$ cat src/cse_pkg.sv
package cse_pkg;

  localparam int MAX_ITEMS   = 16;
  localparam int VALUE_BITS  = 4;
  localparam int VALUE_COUNT = 1 << VALUE_BITS;
  localparam int CNT_BITS    = $clog2(MAX_ITEMS + 1);

  typedef logic [VALUE_BITS-1:0] value_t;
  typedef logic [CNT_BITS-1:0]   cnt_t;

  // one access to the count table per cycle: increment or decrement at addr
  typedef struct packed {
    logic   inc;
    logic   dec;
    value_t addr;
  } tbl_op_t;

endpackage

$ cat src/cse_count_table.sv
module cse_count_table (
  input  logic             clk,
  input  logic             rst,
  input  cse_pkg::tbl_op_t op,
  output cse_pkg::cnt_t    count
);
  import cse_pkg::*;

  cnt_t   table_q [VALUE_COUNT];
  cnt_t   sum;

  // shared unit: one adder for both histogram build and emission countdown
  assign count = table_q[op.addr];
  assign sum   = op.inc ? cnt_t'(count + cnt_t'(1)) : cnt_t'(count - cnt_t'(1));

  always_ff @(posedge clk) begin
    if (rst) begin
      for (int i = 0; i < VALUE_COUNT; i++) begin
        table_q[i] <= '0;
      end
    end else if (op.inc || op.dec) begin
      table_q[op.addr] <= sum;
    end
  end

endmodule

$ cat src/counting_sort_engine.sv
// Counting sort of small unsigned values. Items are taken one per cycle
// while busy is low; the item with set_end high, or the one that brings the
// set to MAX_ITEMS values, closes the set and raises busy. The block then
// walks the value range from zero upward through its count table; each step
// puts the current value out, if its count is nonzero, or moves to the next
// entry. Each value present is put out once per occurrence with done high
// for one cycle, and the last one carries final_out. The busy phase of a set
// of n values holds its n results plus one scan step per value below the
// largest, serialised by the single count table port. Results cannot be held
// off; the receiver must take each one in the cycle done is high. The count
// table is emptied by the emission itself, so no clearing pass is needed.
module counting_sort_engine (
  input  logic clk,
  input  logic rst,
  input  logic start,
  output logic busy,
  input  logic [3:0] sample_value,
  input  logic set_end,
  output logic done,
  output logic [3:0] sorted_value,
  output logic final_out
);
  import cse_pkg::*;

  typedef enum logic {LOAD, EMIT} state_t;

  state_t  state;
  cnt_t    items_held;
  cnt_t    remaining;
  value_t  scan;
  tbl_op_t op;
  cnt_t    count;
  logic    accept;
  logic    closing;

  assign busy    = (state == EMIT);
  assign accept  = start && (state == LOAD);
  assign closing = set_end || (items_held == cnt_t'(MAX_ITEMS - 1));

  always_comb begin
    op.inc  = 1'b0;
    op.dec  = 1'b0;
    op.addr = scan;
    if (state == LOAD) begin
      op.addr = sample_value[VALUE_BITS-1:0];
      op.inc  = accept;
    end else begin
      op.dec  = (count != '0);
    end
  end

  cse_count_table u_table (
    .clk   (clk),
    .rst   (rst),
    .op    (op),
    .count (count)
  );

  always_ff @(posedge clk) begin
    if (rst) begin
      state      <= LOAD;
      items_held <= '0;
      remaining  <= '0;
      scan       <= '0;
      done       <= 1'b0;
      final_out  <= 1'b0;
    end else begin
      done      <= 1'b0;
      final_out <= 1'b0;
      case (state)
        LOAD: begin
          if (accept) begin
            if (closing) begin
              remaining  <= cnt_t'(items_held + cnt_t'(1));
              items_held <= '0;
              scan       <= '0;
              state      <= EMIT;
            end else begin
              items_held <= cnt_t'(items_held + cnt_t'(1));
            end
          end
        end
        EMIT: begin
          if (count != '0) begin
            done         <= 1'b1;
            sorted_value <= 4'(scan);
            final_out    <= (remaining == cnt_t'(1));
            remaining    <= cnt_t'(remaining - cnt_t'(1));
            if (remaining == cnt_t'(1)) begin
              state <= LOAD;
            end
          end else begin
            scan <= value_t'(scan + value_t'(1));
          end
        end
        default: state <= LOAD;
      endcase
    end
  end

endmodule

$ cat config.mk
export PLATFORM = sky130hd
export DESIGN_NAME = counting_sort_engine
export DESIGN_NICKNAME = d
export VERILOG_FILES = /design/src/cse_pkg.sv /design/src/cse_count_table.sv /design/src/counting_sort_engine.sv
export SDC_FILE = /design/constraint.sdc
export NUM_CORES = 1
export LEC_CHECK = 0
export ABC_AREA = 1
export BUFFER_PORTS_ARGS = -buffer_cell sky130_fd_sc_hd__buf_4
export CAP_MARGIN = 20
export CELL_PAD_IN_SITES_DETAIL_PLACEMENT = 2
export CELL_PAD_IN_SITES_GLOBAL_PLACEMENT = 2
export CORE_AREA = 2 2 118 120
export CTS_BUF_LIST = sky130_fd_sc_hd__clkbuf_4 sky130_fd_sc_hd__clkbuf_8
export CTS_CLUSTER_DIAMETER = 30
export CTS_CLUSTER_SIZE = 30
export DETAILED_ROUTE_END_ITERATION = 10
export DIE_AREA = 0 0 120 122
export PLACE_DENSITY = 0.84
export SYNTH_ARGS = -nofsm -noshare
export SYNTH_HDL_FRONTEND = slang
export SYNTH_SLANG_ARGS = --single-unit
$ cat constraint.sdc
create_clock -name clk -period 3.77 [get_ports clk]
set_input_delay 0.1885 -clock clk [delete_from_list [all_inputs] [get_ports clk]]
set_output_delay 0.1885 -clock clk [all_outputs]
set_load 0.01 [all_outputs]
==> run metrics, run 1 <==
status finished, final reports clean; largest net degree at the start of global routing 30; Tmin final about 3500 ps; Hold Vio Cnt, Final 0; Post-CTS Hold Buffers 0; Die X 120 microns; WL final around 16 mm; Post-synth EDFFs 84; Crit path arrival time 3630 ps; GPL Wtd Cong 0.794; Hold Crit Class in2reg; Net Count, Synth 642; num rows 43; io pins 15; Seq/Total Area, Yosys 0.546; worst-margin pin slew 548 ps; first-pass GRT wire length ~26 mm; commonest non-fill, non-tap cells in the layout 228 x nand2_1, 135 x nor2_1, 84 x edfxtp_1, 37 x inv_1, 28 x buf_4; vias in the first global route between 4k and 5k; Synth Flop Type edfxtp_1; Initial DRT Pass Iterations 4; root buf cell clkbuf_8; Worst-path clk slew approximately 100 ps; crit share post-route 0.926; area delta synth->final 9.61%; number of port buffers 14; Avg Vias per Cell 5.11; post-route antenna net violation count 0; gr ovfl total 0; DRC viols 0; CTS Sinks 101; layout filler cell count around 1.5k; Crit path top cell by count nand2_1; Critical Path RT 3910 ps; register bit total from synthesis 101; post-detail-place hpwl 11.8 mm; Synth cell types 33; share of layout cells above drive strength 1 0.111; CTS tree yes; DR iter-0 viols 154; Max stage delay on crit path 480 ps; initial antenna violation count 0; Final Worst Setup Slack 281 ps; number of setup buffers added after CTS 0; Via Count 4227; clk_skew 14.5 ps; CTS buffer count 9; share of flip-flops with an asynchronous set or reset 0; RSZ-0062 raised after global routing false; Mapped Area 5250 sq um; Post-Route Setup TNS 0 ps; All-Layer GR Usage 0.238; PD cells 478 nW/um^2; Crit Path Max Fanout 21; leading cell type in the layout, fill and taps excluded nand2_1; Slew Limit Headroom 0.635; post-synthesis instance total ~630; Achievable Freq around 290 MHz; Hold Slack 48.8 ps; critical path type reg2reg; CTS Buffer Depth 2; Pleak 2.66 nW; drt wl/cell 19.5 microns; Cells after DPL 811; Post-Syn Area per Cell 8.39 sq um; die height 122 microns; worst skew pair latency roughly 400 ps; crit end category register; Worst VDD drop 0.290 mV; slowest library cell on the worst path dfxtp_2; starting density of the core 0.388; max_cap viols 0; Non-Filler Instances 827; die area 14600 sq um; startpoint types register; worst-path cell chain inv_2, nand2_4, nand2_2, buf_4, nand2_1, nand2_1, nand2_1, nand2_1, nand2_1, nand2_1, inv_1, nand2_1, fa_1, a21oi_1, o21bai_1, xor2_1, xnor2_1, buf_4, nor2_1; synth warn 0; dpl ws -28.7 ps; nets@finish around 660; H-tree Lvls 3; Design Power 0.00275 W; # diodes 0; Setup Viol. Count Final 0; Pins Over Slew Limit 0; core footprint 13500 sq um
-- flip-flops by register name, summed over array words and instances (netlist names) --
name,count
u_table.table_q,80
items_held,5
remaining,5
scan,4
sorted_value,4
busy,1
done,1
final_out,1
-- worst max-delay path: cells and delay by family (launching register included) --
kind | cells | cell delay (ps)
AOI/OAI and AO/OA | 2 | 260
xor gates and xnor gates | 2 | 460
adders and majority gates | 1 | 460
buffers and inverters | 4 | 680
DFF | 1 | 480
and+or+nand+nor | 10 | 900
-- kinds of logic after synthesis --
logic type | after synthesis | share of synthesized area
AND/OR/NAND/NOR | 412 | 0.329
flip-flops | 101 | 0.546
buffers and inverters | 62 | 0.0532
AO/OA/AOI/OAI | 31 | 0.0327
XOR/XNOR | 10 | 0.0167
adder cells (fa/ha/maj) | 9 | 0.0229
-- final timing paths --
check                 from                     end  slack, ps  depth (start not counted)
max reg2reg           busy  u_table.table_q[11][4]        280                         19
max                   busy  u_table.table_q[11][4]        280                         19
min reg2reg  items_held[3]           items_held[3]        500                          2
min                    rst            remaining[2]         50                          2
-- Yosys cell counts, types with 2 or more instances --
cell / n / area [sq um]
a21oi_1: 10 / 50.1
buf_2: 9 / 45.0
buf_4: 3 / 22.5
clkbuf_1: 8 / 30.0
dfxtp_1: 17 / 340
edfxtp_1: 84 / 2520
ha_1: 8 / 100
inv_1: 37 / 139
inv_2: 3 / 11.3
nand2_1: 228 / 856
nand2_2: 4 / 25.0
nand2_4: 12 / 135
nand3_1: 22 / 110
nand3_2: 2 / 20.0
nor2_1: 135 / 507
nor2_2: 5 / 31.3
o21ai_0: 9 / 45.0
o21ai_1: 6 / 30.0
xnor2_1: 5 / 43.8
xor2_1: 5 / 43.8
-- area by class of cell --
type                            count  area [sq um]  share of cell area
Inverter                           40           150              0.0261
Clock buffer                        9           124              0.0215
Tap cell                          180           225              0.0392
Sequential cell                   101          2860               0.498
Multi-Input combinational cell    462          2110               0.367
Clock inverter                      7          65.1              0.0113
Timing Repair Buffer               28           210              0.0366
-- power by group --
part | total, W | internal, W | switching, W
clock | 0.000697 | 0.000303 | 0.000394
sequential | 0.00130 | 0.00127 | 0.0000328
combinational | 0.000752 | 0.000206 | 0.000545
total | 0.00275 | 0.00178 | 0.000973
-- metrics by stage --
step           instance area [sq um]  utilization
2_1_floorplan                   5250            -
3_3_place_gp                    5550        0.411
3_5_place_dp                    5550        0.411
4_1_cts                         5750        0.426
5_1_grt                         5750        0.426
6_report                        5750        0.426
-- metal layers --
layer / track usage / up-vias / routed length (microns)
met5: 0 / - / 0
met4: 0.0750 / 0 / 260
met3: 0.0281 / 16 / 427
met2: 0.420 / 47 / 8220
met1: 0.304 / 2149 / 7220
li1: - / 2015 / -
-- what timing repair did --
action | in CTS | in global routing
resized for setup | 1 | 1
pin swaps | 0 | 1
endpoints found under the setup margin | 16 | 51
(Power assumes the default switching activity.)
==> run 2, diff against run 1 <==
==> config.mk (replaced) <==
export PLATFORM = sky130hd
export DESIGN_NAME = counting_sort_engine
export DESIGN_NICKNAME = d
export VERILOG_FILES = /design/src/cse_pkg.sv /design/src/cse_count_table.sv /design/src/counting_sort_engine.sv
export SDC_FILE = /design/constraint.sdc
export NUM_CORES = 1
export LEC_CHECK = 0
export BUFFER_PORTS_ARGS = -buffer_cell sky130_fd_sc_hd__buf_4
export CAP_MARGIN = 20
export CELL_PAD_IN_SITES_DETAIL_PLACEMENT = 2
export CELL_PAD_IN_SITES_GLOBAL_PLACEMENT = 2
export CORE_AREA = 2 2 117 119
export CTS_BUF_LIST = sky130_fd_sc_hd__clkbuf_8
export CTS_CLUSTER_DIAMETER = 30
export CTS_CLUSTER_SIZE = 30
export DETAILED_ROUTE_END_ITERATION = 10
export DIE_AREA = 0 0 119 121
export PLACE_DENSITY = 0.85
export SYNTH_ARGS = -nofsm -noshare
export SYNTH_HDL_FRONTEND = slang
export SYNTH_SLANG_ARGS = --single-unit
==> run 2 against run 1 <==
  * The run now ends with setup timing left
  * Via count is 20% higher
  * First-iteration DRC count grew to 3.4 times the previous value
  * Critical path depth is 7 lower
  * Clock power is 11% higher
  * Flip-flop and latch count stayed put
  * Power is 9.2% higher
  * Setup slack worse by 420 ps
  * Global-route usage is 7.7 points higher
  * Sequential share of layout area is 6.3 points lower
  * Critical endpoint is now u_table.table_q[4][1]
  * Largest cell class unchanged
  * Highest routed layer unchanged
==> run metrics, run 2 <==
status finished, violations left; failing checks setup timing; Post-synth EDFFs 84; Worst-path clk slew 120 ps; Net Count, Synth between 500 and 600; max reg flops 80; starting density of the core 0.437; initial antenna violation count 0; clk_skew 18.9 ps; All-Layer GR Usage 0.315; Crit Path Max Fanout 29; Design Power ~0.0030 W; Worst VDD drop 0.140 mV; share of flip-flops with an asynchronous set or reset 0; Hold Vio Cnt, Final 0; Achievable Freq roughly 260 MHz; Reg2Reg Setup Slack -130 ps; largest area contributor in the netlist edfxtp_1; crit share post-route 1.04; io pins 15; RR Endpoint u_table.table_q[4][1]; WL final 23.7 mm; GPL Wtd Cong 0.873; Hold Crit Class in2reg; Setup Viol. Count Final 29; Finished Core Util 0.503; crit end category register; die height 121 microns; Crit path arrival time 3970 ps; Worst R2R Path Depth 12; largest net degree at the start of global routing 57; CTS Sinks 101; worst skew pair latency about 420 ps; gr ovfl total 0; most flop-heavy register u_table.table_q; # diodes 0; CTS buffer count 9; Post-Syn Area per Cell approximately 11 sq um; leading cell type in the layout, fill and taps excluded edfxtp_1; Hold Path Origin set_end; GR Layer Usage met1 0.380; Seq/Total Area, Yosys 0.501; ranking of synthesized cells by area edfxtp_1 44%, a211oi_1 9.9%, dfxtp_1 6.0%; first-pass GRT wire length 33.4 mm; Pleak 2.15 nW; root buf cell clkbuf_8; most common cell in the synthesized netlist edfxtp_1; top-area cell type share of the netlist area 0.441; Synth cell types 57; GR peak layer met2; Die X 119 microns; critical path type reg2reg; Tmin final 3900 ps; top flop regs u_table.table_q (80), items_held (5), remaining (5); met2 usage 0.524; DR iter-0 viols 519; num rows between 40 and 50; core footprint 13100 sq um; post-synthesis instance total 523; max_cap viols 0; H-tree Lvls 3; share of layout cells above drive strength 1 0.240; CTS Buffer Depth 2; worst-margin pin slew 1090 ps; hold path cells 4; Initial DRT Pass Iterations 5; area delta synth->final 15.3%; DRC viols 0; Cells after DPL 703; number of port buffers 14; die area 14400 sq um; startpoint types register; register bit total from synthesis 101; Non-Filler Instances 731; post-route antenna net violation count 0; met3 usage in global routing 0.0728; worst hold endpoint items_held[4]; drt wl/cell 32.4 microns; top post-synthesis cells by count 84 x edfxtp_1, 75 x a211oi_1, 52 x nand2_1; RSZ-0062 raised after global routing true; Hold Slack 147 ps; post-detail-place hpwl between 10 and 15 mm; CTS tree yes; Synth Flop Type edfxtp_1; Avg Vias per Cell about 6.9; PD cells approximately 460 nW/um^2; RR Startpoint busy; Critical Path RT 3830 ps; Via Count 5076; Final Worst Setup Slack -135 ps; Slew Limit Headroom 0.270; Pins Over Slew Limit 0; Mapped Area 5710 sq um; vias in the first global route 5401; commonest non-fill, non-tap cells in the layout 84 x edfxtp_1, 67 x a211oi_1, 65 x buf_4, 50 x nand2_1, 25 x o21a_1; synth warn 0; nets@finish 567
## run 2: layer usage
layer	vias up	share of wire
li1	2128	-
met1	2615	0.39
met2	240	0.49
met3	93	0.057
met4	0	0.060
met5	-	0
## run 2: report_power, final
| part | internal [W] | switching (W) |
|---|---|---|
| logic | 0.000309 | 0.000614 |
| clock network | 0.000310 | 0.000462 |
| registers | 0.00127 | 0.0000369 |
## run 2: worst max path at each step
| stage | start | to | slack [ps] | depth (start not counted) |
|---|---|---|---|---|
| after floorplan | busy | u_table.table_q[4][4] | 480 | 15 |
| after global placement | busy | u_table.table_q[5][4] | 260 | 14 |
| after detailed placement | busy | u_table.table_q[12][4] | -170 | 14 |
| after CTS | busy | u_table.table_q[6][4] | 30 | 14 |
| after global routing | busy | u_table.table_q[7][4] | -200 | 16 |
| final | busy | u_table.table_q[4][1] | -130 | 12 |
## run 2: through the flow
step / area (sq um) / setup slack, ps / TNS, ps
global route: 6590 / -201 / -7190
CTS: 6410 / 31.6 / 0
global placement: 6130 / 262 / 0
floorplan: 5710 / 480 / 0
detailed placement: 6130 / -173 / -6900
finish: 6590 / -135 / -1570
## run 2: area by class of cell
type	instances	area, sq um
clock inverter	7	76.3
timing repair buffer	68	539
sequential	101	2870
tap	176	220
clock buffer	9	124
fill	1268	6500
multi-input combinational	360	2720
inverter	10	37.5
## run 2: cell families after synthesis
group,count (synthesis),synth area share
AO/OA/AOI/OAI,203,0.257
XOR/XNOR,6,0.00920
adder cells (fa/ha/maj),9,0.0210
buffers and inverters,62,0.0517
flip-flops,101,0.501
multiplexers,18,0.0541
AND/OR/NAND/NOR,124,0.106
## run 2: repair_timing
item | in CTS | in global routing
setup endpoints to repair | 146 | 32
endpoints found under the hold margin | 0 | 0
pin swaps | 0 | 10
setup buffers | 3 | 9
gates resized for setup | 14 | 25
hold buffers | 0 | 0
## run 2: critical path: stages, from the launching register on
cell and delay [ps]:
dfxtp_4 380, buf_4 150, nor3b_2 740, o21a_1 230
o41ai_1 90, buf_4 200, nand4_1 150, buf_4 130
buf_4 220, or2_1 230, o21ai_4 120, buf_12 200
o21ai_1 680
